### src/rtl/core/cpsc_pkg.sv
// shared types and constants of the cascaded pi shift controller
package cpsc_pkg;

    localparam int CFG_IDX_W  = 3;
    localparam int CFG_DATA_W = 31;
    localparam int GAIN_W     = 31;
    localparam int SHIFT_W    = 15;

    localparam logic signed [31:0] S32_MAX = 32'sh7fffffff;
    localparam logic signed [31:0] S32_MIN = 32'sh80000000;

    localparam logic [GAIN_W-1:0]  KP_VOLTAGE_RST = 31'd2300314;
    localparam logic [GAIN_W-1:0]  KI_VOLTAGE_RST = 31'd268698;
    localparam logic [GAIN_W-1:0]  KA_VOLTAGE_RST = 31'd1867;
    localparam logic [GAIN_W-1:0]  KP_CURRENT_RST = 31'd6554;
    localparam logic [GAIN_W-1:0]  KI_CURRENT_RST = 31'd598;
    localparam logic [GAIN_W-1:0]  KA_CURRENT_RST = 31'd655360;
    localparam logic [SHIFT_W-1:0] SHIFT_MAX_RST  = 15'd32767;
    localparam logic [SHIFT_W-1:0] SHIFT_MIN_RST  = 15'd0;

    typedef enum logic [CFG_IDX_W-1:0] {
        REG_KP_VOLTAGE = 3'd0,
        REG_KI_VOLTAGE = 3'd1,
        REG_KA_VOLTAGE = 3'd2,
        REG_KP_CURRENT = 3'd3,
        REG_KI_CURRENT = 3'd4,
        REG_KA_CURRENT = 3'd5,
        REG_SHIFT_MAX  = 3'd6,
        REG_SHIFT_MIN  = 3'd7
    } cpsc_reg_idx_t;

    typedef struct packed {
        logic [GAIN_W-1:0]  kp_voltage;
        logic [GAIN_W-1:0]  ki_voltage;
        logic [GAIN_W-1:0]  ka_voltage;
        logic [GAIN_W-1:0]  kp_current;
        logic [GAIN_W-1:0]  ki_current;
        logic [GAIN_W-1:0]  ka_current;
        logic [SHIFT_W-1:0] shift_max;
        logic [SHIFT_W-1:0] shift_min;
    } cpsc_cfg_t;

    typedef struct packed {
        logic signed [31:0] voltage_reference;
        logic signed [31:0] current_limit;
        logic signed [31:0] voltage_feedback;
        logic signed [31:0] current_feedback;
    } cpsc_in_t;

    typedef struct packed {
        logic [SHIFT_W-1:0] shift_value;
    } cpsc_out_t;

    typedef enum logic [1:0] {
        ALU_ADD,
        ALU_SUB,
        ALU_MUL
    } cpsc_alu_op_t;

    typedef enum logic [3:0] {
        DST_NONE,
        DST_EV,
        DST_T,
        DST_IV,
        DST_RV,
        DST_CV,
        DST_WV,
        DST_EI,
        DST_IC,
        DST_RI,
        DST_CI,
        DST_WI
    } cpsc_dst_t;

    typedef enum logic [1:0] {
        CI_PASS,
        CI_UPPER,
        CI_LOWER
    } cpsc_ci_sel_t;

    typedef enum logic [4:0] {
        ST_IDLE,
        ST_EV,
        ST_EVW,
        ST_MKIV,
        ST_IV,
        ST_PV,
        ST_RV,
        ST_CV,
        ST_DV,
        ST_WV,
        ST_EI,
        ST_EIW,
        ST_MKIC,
        ST_IC,
        ST_PC,
        ST_RI,
        ST_CI,
        ST_DI,
        ST_WI
    } cpsc_state_t;

endpackage

### src/rtl/core/cpsc_cfg_regs.sv
// configuration register file of the cascaded pi shift controller
module cpsc_cfg_regs (
    input  logic                            clk,
    input  logic                            rst_n,
    input  logic                            cfg_we,
    input  logic [cpsc_pkg::CFG_IDX_W-1:0]  cfg_index,
    input  logic [cpsc_pkg::CFG_DATA_W-1:0] cfg_data,
    output cpsc_pkg::cpsc_cfg_t             cfg
);
    import cpsc_pkg::*;

    cpsc_cfg_t cfg_reg;

    always_ff @(posedge clk or negedge rst_n)
    begin
        if (!rst_n)
        begin
            cfg_reg.kp_voltage <= KP_VOLTAGE_RST;
            cfg_reg.ki_voltage <= KI_VOLTAGE_RST;
            cfg_reg.ka_voltage <= KA_VOLTAGE_RST;
            cfg_reg.kp_current <= KP_CURRENT_RST;
            cfg_reg.ki_current <= KI_CURRENT_RST;
            cfg_reg.ka_current <= KA_CURRENT_RST;
            cfg_reg.shift_max  <= SHIFT_MAX_RST;
            cfg_reg.shift_min  <= SHIFT_MIN_RST;
        end
        else if (cfg_we)
        begin
            unique case (cpsc_reg_idx_t'(cfg_index))
                REG_KP_VOLTAGE: cfg_reg.kp_voltage <= cfg_data;
                REG_KI_VOLTAGE: cfg_reg.ki_voltage <= cfg_data;
                REG_KA_VOLTAGE: cfg_reg.ka_voltage <= cfg_data;
                REG_KP_CURRENT: cfg_reg.kp_current <= cfg_data;
                REG_KI_CURRENT: cfg_reg.ki_current <= cfg_data;
                REG_KA_CURRENT: cfg_reg.ka_current <= cfg_data;
                REG_SHIFT_MAX:  cfg_reg.shift_max  <= cfg_data[SHIFT_W-1:0];
                REG_SHIFT_MIN:  cfg_reg.shift_min  <= cfg_data[SHIFT_W-1:0];
                default: ;
            endcase
        end
    end

    assign cfg = cfg_reg;

endmodule

### config.mk
export PLATFORM = sky130hd
export DESIGN_NAME = cpsc_cfg_regs
export DESIGN_NICKNAME = d
export VERILOG_FILES = /design/src/rtl/core/cpsc_pkg.sv /design/src/rtl/core/cpsc_cfg_regs.sv
export SDC_FILE = /design/constraint.sdc
export NUM_CORES = 1
export LEC_CHECK = 0
export BUFFER_PORTS_ARGS = -buffer_cell sky130_fd_sc_hd__buf_2
export CAP_MARGIN = 15
export CORE_MARGIN = 2
export CORE_UTILIZATION = 28
export CTS_CLUSTER_DIAMETER = 60
export CTS_CLUSTER_SIZE = 16
export DETAILED_ROUTE_END_ITERATION = 8
export PLACE_DENSITY = 0.59
export SLEW_MARGIN = 20
export SYNTH_ARGS = -nofsm -noshare
export SYNTH_HDL_FRONTEND = slang
export SYNTH_SLANG_ARGS = --single-unit
### constraint.sdc
create_clock -name clk -period 0.8 [get_ports clk]
set_input_delay 0.08 -clock clk [delete_from_list [all_inputs] [get_ports clk]]
set_output_delay 0.08 -clock clk [all_outputs]
set_load 0.1 [all_outputs]
==> flow_metrics.py, run 1 <==
metrics = {
    "timing": {
        "setup-tns-final_ns": -120.60,
        "tightestPinTransition_ns": 0.281,
        "slew_viol_final": 0,
        "hold_viol_final": 0,
        "period_share_pct": 176,
        "fin_skew_ns": 0,
        "fin_ws_ns": -0.607,
        "setup_viol": 383,
        "relSlewSlack_pct": 81.2,
        "fmax_mhz": 711,
        "rsz0062_at_grt": "true",
        "period_needed_ns": 1.41,
    },
    "synth": {
        "synth_edf_count": 0,
        "syn-num-nets": 501,
        "async_reset_ff_share_pct": 100,
        "syn_inst": 464,
        "syn_area_per_cell_um2": 17.6,
        "synth-warning-count": 0,
        "ys_top_cells_by_count": "mux2_2 (207), dfrtp_1 (162), dfstp_2 (54)",
        "synth_area_um2": 8190,
        "ys.flop_type": "dfrtp_1",
        "synth.distinct_cells": 13,
        "netlist.area_leader.share_pct": 49.5,
        "ys_seq_elements": 216,
        "synth-seq-area-share_pct": 66.9,
        "synthTopCellsByArea": "dfrtp_1 (50%), mux2_2 (28%), dfstp_2 (17%), mux2_1 (1.2%), buf_4 (1.1%)",
        "synth_top_cell_by_area": "dfrtp_1",
        "synth_most_common_cell": "mux2_2",
    },
    "layout": {
        "num_antenna_cells": 0,
        "stdcell_area_um2": 18000,
        "drive_gt1_share_pct": 95.7,
        "final_nets": 1015,
        "area_delta_synth_final_pct": 120,
        "largest_register_ffs": 216,
    },
    "routing": {
        "num_vias": 6026,
        "firstDrtPassIters": 4,
        "drtIter0Drc": 254,
        "viasPerCell": 4.38,
        "remaining_drc_errors": 0,
        "ant_nets": 0,
        "wire_per_inst_um": 20.0,
        "drt-total-wl_um": 27600,
    },
    "critical_path": {
        "arrival_ns": 1.33,
        "ff2ff_setup_slack_ns": -0.26,
        "critPathCaptureType": "output port",
        "critPathMaxStageDelay_ns": 0.64,
        "critPathTopFamily": "flip-flops",
        "cpMaxStageDelayCell": "dfstp_4",
        "reg2reg_to": "cfg[12]",
        "r2r_cells": 3,
        "cp_cell_sequence": "buf_12",
        "critical_path_class": "flip-flop to output port",
        "path_max_fanout": 2,
        "required_ns": 0.72,
        "critPathLaunchType": "flip-flop",
        "worstReg2RegStart": "cfg[12]",
        "critPathBufInv": 1,
    },
    "die": {
        "dieArea_um2": 30600,
        "coreArea_um2": 28800,
        "io_pins": 253,
        "rows": 62,
        "die_x_um": 175,
        "start_util_pct": 28.4,
        "die_h_um": 175,
    },
    "clocking": {
        "cts_buffers": 21,
        "clk_pin_slew_ns": 0.08,
        "clockBufferDepth": 3,
        "cts_tree": "done",
        "clk_latency_ns": 0.50,
        "root_buffer": "clkbuf_16",
        "clock_sinks": 216,
        "htreeDepth": 1,
    },
    "run": {
        "max-cap-violations": 0,
    },
    "status": {
        "status": "finished with violations",
        "violations": "setup timing",
    },
    "global_routing": {
        "grt_max_degree": 34,
        "grt_busiest_layer": "met2",
        "grt_pass1_wl_um": 41900,
        "grt_pass1_vias": 6750,
        "grt_antenna_before_repair": 0,
        "global_route.usage.met3_pct": 5.77,
        "use_met1_pct": 22.8,
        "grt_overflow": 0,
        "grt_usage_pct": 17.8,
        "grt.met2_usage_pct": 29.3,
    },
    "power": {
        "power_density_nw_per_um2": 3660,
        "peakVddDrop_mv": 2.52,
        "p_leak_nw": 8.13,
        "total_power_mw": 66.1,
    },
    "placement": {
        "gp_congestion": 0.767,
        "io_buffers": 252,
        "place_hpwl_um": 17900,
        "pre_cts_ws_ns": -0.558,
        "dpl_cell_area_um2": 15500,
    },
    "worst_hold_path": {
        "hold_path_class": "input pin to async pin",
    },
}
logic make-up (layout without fill, tap and decap cells):
logic type / after synthesis / in the layout / share of synthesized area, %
buffers and inverters: 24 / 552 / 2.14
muxes: 216 / 216 / 29.7
DFF: 216 / 216 / 66.9
and+or+nand+nor: 8 / 8 / 1.30
timing repair:
item / in CTS / in global routing
hold buffers: 31 / 0
endpoints found under the hold margin: 423 / 0
setup endpoints to repair: 339 / 413
cloned: 1 / 0
resized for setup: 230 / 60
pin swaps: 1 / 1
setup buffers: 44 / 35
layout make-up:
type	instances	area, µm²
Clock buffer	26	544
Clock inverter	11	93.8
Fill cell	1949	10700
Multi-Input combinational cell	224	3320
Sequential cell	216	5990
Tap cell	384	480
Timing Repair Buffer	515	7610
power by group:
group,switching [mW],total (mW),internal [mW]
clock,4.56,9.56,5.00
combinational,22.6,39.4,16.8
sequential,2.37,17.1,14.8
metal layers:
| metal | vias up | part of all wire (%) |
|---|---|---|
| li1 | 2677 | - |
| met1 | 3138 | 42 |
| met2 | 174 | 49 |
| met3 | 37 | 7.1 |
| met4 | 0 | 1.9 |
| met5 | - | 0 |
stage by stage:
step                      std cells  hold WS, ns  utilization [%]
after floorplan                 464       -0.216                -
after global placement         1243      -0.0124             54.0
after detailed placement       1243     -0.00965             54.0
after CTS                      1356       0.0178             61.5
after global routing           1376       0.0142             62.7
final                          1376       0.0254             62.7
worst max-delay path by stage:
stage	from	to	slack, ns	depth (start not counted)
after global placement	cfg_index[1]	cfg[208]	-0.53	5
after floorplan	cfg[208]	cfg[208]	-0.46	1
after CTS	cfg[93]	cfg[93]	-0.63	1
after global routing	cfg[93]	cfg[93]	-0.64	1
final	cfg[18]	cfg[18]	-0.61	1
after detailed placement	cfg_index[1]	cfg[208]	-0.56	5
placed cells by master (no fill, tap or decap), types with 2 or more instances in the layout:
master / count
mux2_4: 205
dlygate4sd3_1: 31
mux2_2: 11
clkbuf_16: 21
dfrtp_1: 5
buf_12: 237
dfrtp_4: 47
clkbuf_1: 5
buf_4: 11
and4bb_4: 2
buf_6: 201
inv_6: 3
inv_8: 3
buf_2: 32
dfrtp_2: 110
dfstp_4: 54
nand4b_1: 2
clkinvlp_4: 2
clkinv_2: 2
(Power assumes the default switching activity.)
==> run 2: changes to the inputs <==
CAP_MARGIN = default   (was 15)
PLACE_DENSITY = 0.57   (was 0.59)
clock period = 1.4 ns   (was 0.8 ns; I/O delays follow)
==> flow_metrics.py, run 2 (synthesized netlist as in run 1, its figures left out) <==
metrics = {
    "die": {
        "rows": 62,
        "die_x_um": 175,
        "coreArea_um2": 28800,
        "io_pins": 253,
        "die_h_um": 175,
        "start_util_pct": 28.4,
        "dieArea_um2": 30600,
    },
    "global_routing": {
        "grt_max_degree": 45,
        "grt_pass1_vias": 5560,
        "grt_antenna_before_repair": 1,
        "grt_overflow": 0,
        "grt_pass1_wl_um": 33800,
        "grt_usage_pct": 14.2,
    },
    "timing": {
        "period_needed_ns": 1.42,
        "relSlewSlack_pct": 69.3,
        "fmax_mhz": 702,
        "slew_viol_final": 0,
        "rsz0062_at_grt": "true",
        "period_share_pct": 102,
        "tightestPinTransition_ns": 0.461,
        "fin_skew_ns": 0,
        "hold_viol_final": 0,
        "setup_viol": 27,
        "fin_ws_ns": -0.0249,
    },
    "layout": {
        "layout_commonest_cell": "mux2_2",
        "largest_register_ffs": 216,
        "num_antenna_cells": 0,
        "stdcell_area_um2": 12500,
        "post_layout_nonfiller_instances": 1178,
        "final_nets": 814,
        "area_delta_synth_final_pct": 52.8,
        "drive_gt1_share_pct": 74.1,
        "layout_common_cells": "mux2_2 (207), buf_4 (173), dfrtp_1 (162)",
    },
    "power": {
        "power_density_nw_per_um2": 2460,
        "power_switching_mw": 15.5,
        "comb_power_share_pct": 50.9,
        "seqPwrFrac_pct": 28.7,
        "peakVddDrop_mv": 1.56,
        "total_power_mw": 30.7,
        "pwr-share-clk_pct": 20.4,
        "p_int_mw": 15.2,
        "p_leak_nw": 5.61,
        "switching_share_pct": 50.5,
    },
    "critical_path": {
        "reg2reg_to": "cfg[166]",
        "path_depth": 1,
        "cp_cell_sequence": "buf_12",
        "critPathBufInv": 1,
        "critPathTopFamily": "flip-flops",
        "cp-startpoint": "cfg[63]",
        "critical_path_class": "flip-flop to output port",
        "worstSetupEndpoint": "cfg[63]",
        "critPathCaptureType": "output port",
        "cpMaxStageDelayCell": "dfstp_2",
        "r2r_cells": 2,
        "required_ns": 1.26,
        "worstReg2RegStart": "cfg[166]",
        "arrival_ns": 1.28,
        "critPathMaxStageDelay_ns": 0.57,
        "path_max_fanout": 2,
        "critPathLaunchType": "flip-flop",
        "ff2ff_setup_slack_ns": 0.55,
    },
    "routing": {
        "firstDrtPassIters": 4,
        "viasPerCell": 4.37,
        "ant_nets": 0,
        "drtIter0Drc": 205,
        "remaining_drc_errors": 0,
        "num_vias": 5149,
        "drt-total-wl_um": 21800,
        "wire_per_inst_um": 18.5,
    },
    "clocking": {
        "htreeDepth": 1,
        "clk_latency_ns": 0.52,
        "clockBufferDepth": 3,
        "cts_buffers": 23,
        "cts_tree": "done",
        "clk_pin_slew_ns": 0.07,
        "clock_sinks": 216,
        "root_buffer": "clkbuf_16",
    },
    "placement": {
        "pre_cts_ws_ns": -0.0176,
        "place_hpwl_um": 15200,
        "dp.cells": 1106,
        "gp_congestion": 0.714,
        "io_buffers": 252,
        "dpl_cell_area_um2": 10800,
    },
    "status": {
        "status": "finished with violations",
        "violations": "setup timing",
    },
    "worst_hold_path": {
        "hold_path_class": "input pin to flip-flop",
    },
    "run": {
        "max-cap-violations": 0,
    },
}
-- run 2: changes by cell type in the layout (fill, tap and decap cells not counted), sizes merged --
cell	before	now
bufinv	0	1
dlygate4sd3	31	29
clkinvlp	2	0
inv	6	9
buf	482	282
clkbuf	28	30
-- run 2: power by group through the flow --
stage	logic, mW	registers, mW	clock network (mW)
after detailed placement	14.8	8.80	0
after global placement	14.7	8.77	0
after global routing	16.0	9.01	6.73
after CTS	15.7	8.82	6.48
final	15.6	8.82	6.26
after floorplan	1.34	18.9	0
-- run 2: cell type report --
cell class	instances	area [µm²]
fill	2582	16300
clock buffer	29	618
timing repair buffer	312	3230
tap	384	480
sequential	216	5470
multi-input combinational	224	2540
clock inverter	13	166
-- run 2: per-layer routing --
metal	share of wire, %	GRT usage [%]	vias to the layer above
li1	-	-	2293
met1	43	18.5	2662
met2	48	23.0	170
met3	7.6	4.66	24
met4	2.1	3.44	0
met5	0	0	-
-- run 2: worst min-delay path by stage --
stage,depth (start not counted),from,slack [ns],end
floorplan,0,rst_n,-0.16,cfg[0]
global placement,1,rst_n,0.14,cfg[11]
detailed placement,1,rst_n,0.14,cfg[12]
CTS,2,cfg_data[14],0.005,cfg[44]
global route,2,cfg_data[12],0.02,cfg[27]
finish,2,cfg_data[14],0.02,cfg[14]
-- run 2: through the flow --
step	hold slack [ns]	utilization [%]	TNS, ns
global placement	0.138	37.7	0
global route	0.0237	43.5	-2.35
floorplan	-0.156	-	0
detailed placement	0.139	37.7	-0.0596
CTS	0.00499	43.4	-1.61
finish	0.0182	43.5	-0.125
-- run 2: repair_timing --
| item | 4_1_cts | 5_1_grt |
|---|---|---|
| endpoints found under the setup margin | 216 | 56 |
| setup buffers | 0 | 1 |
| hold buffers | 29 | 0 |
| endpoints found under the hold margin | 363 | 0 |
| gates resized for setup | 207 | 2 |
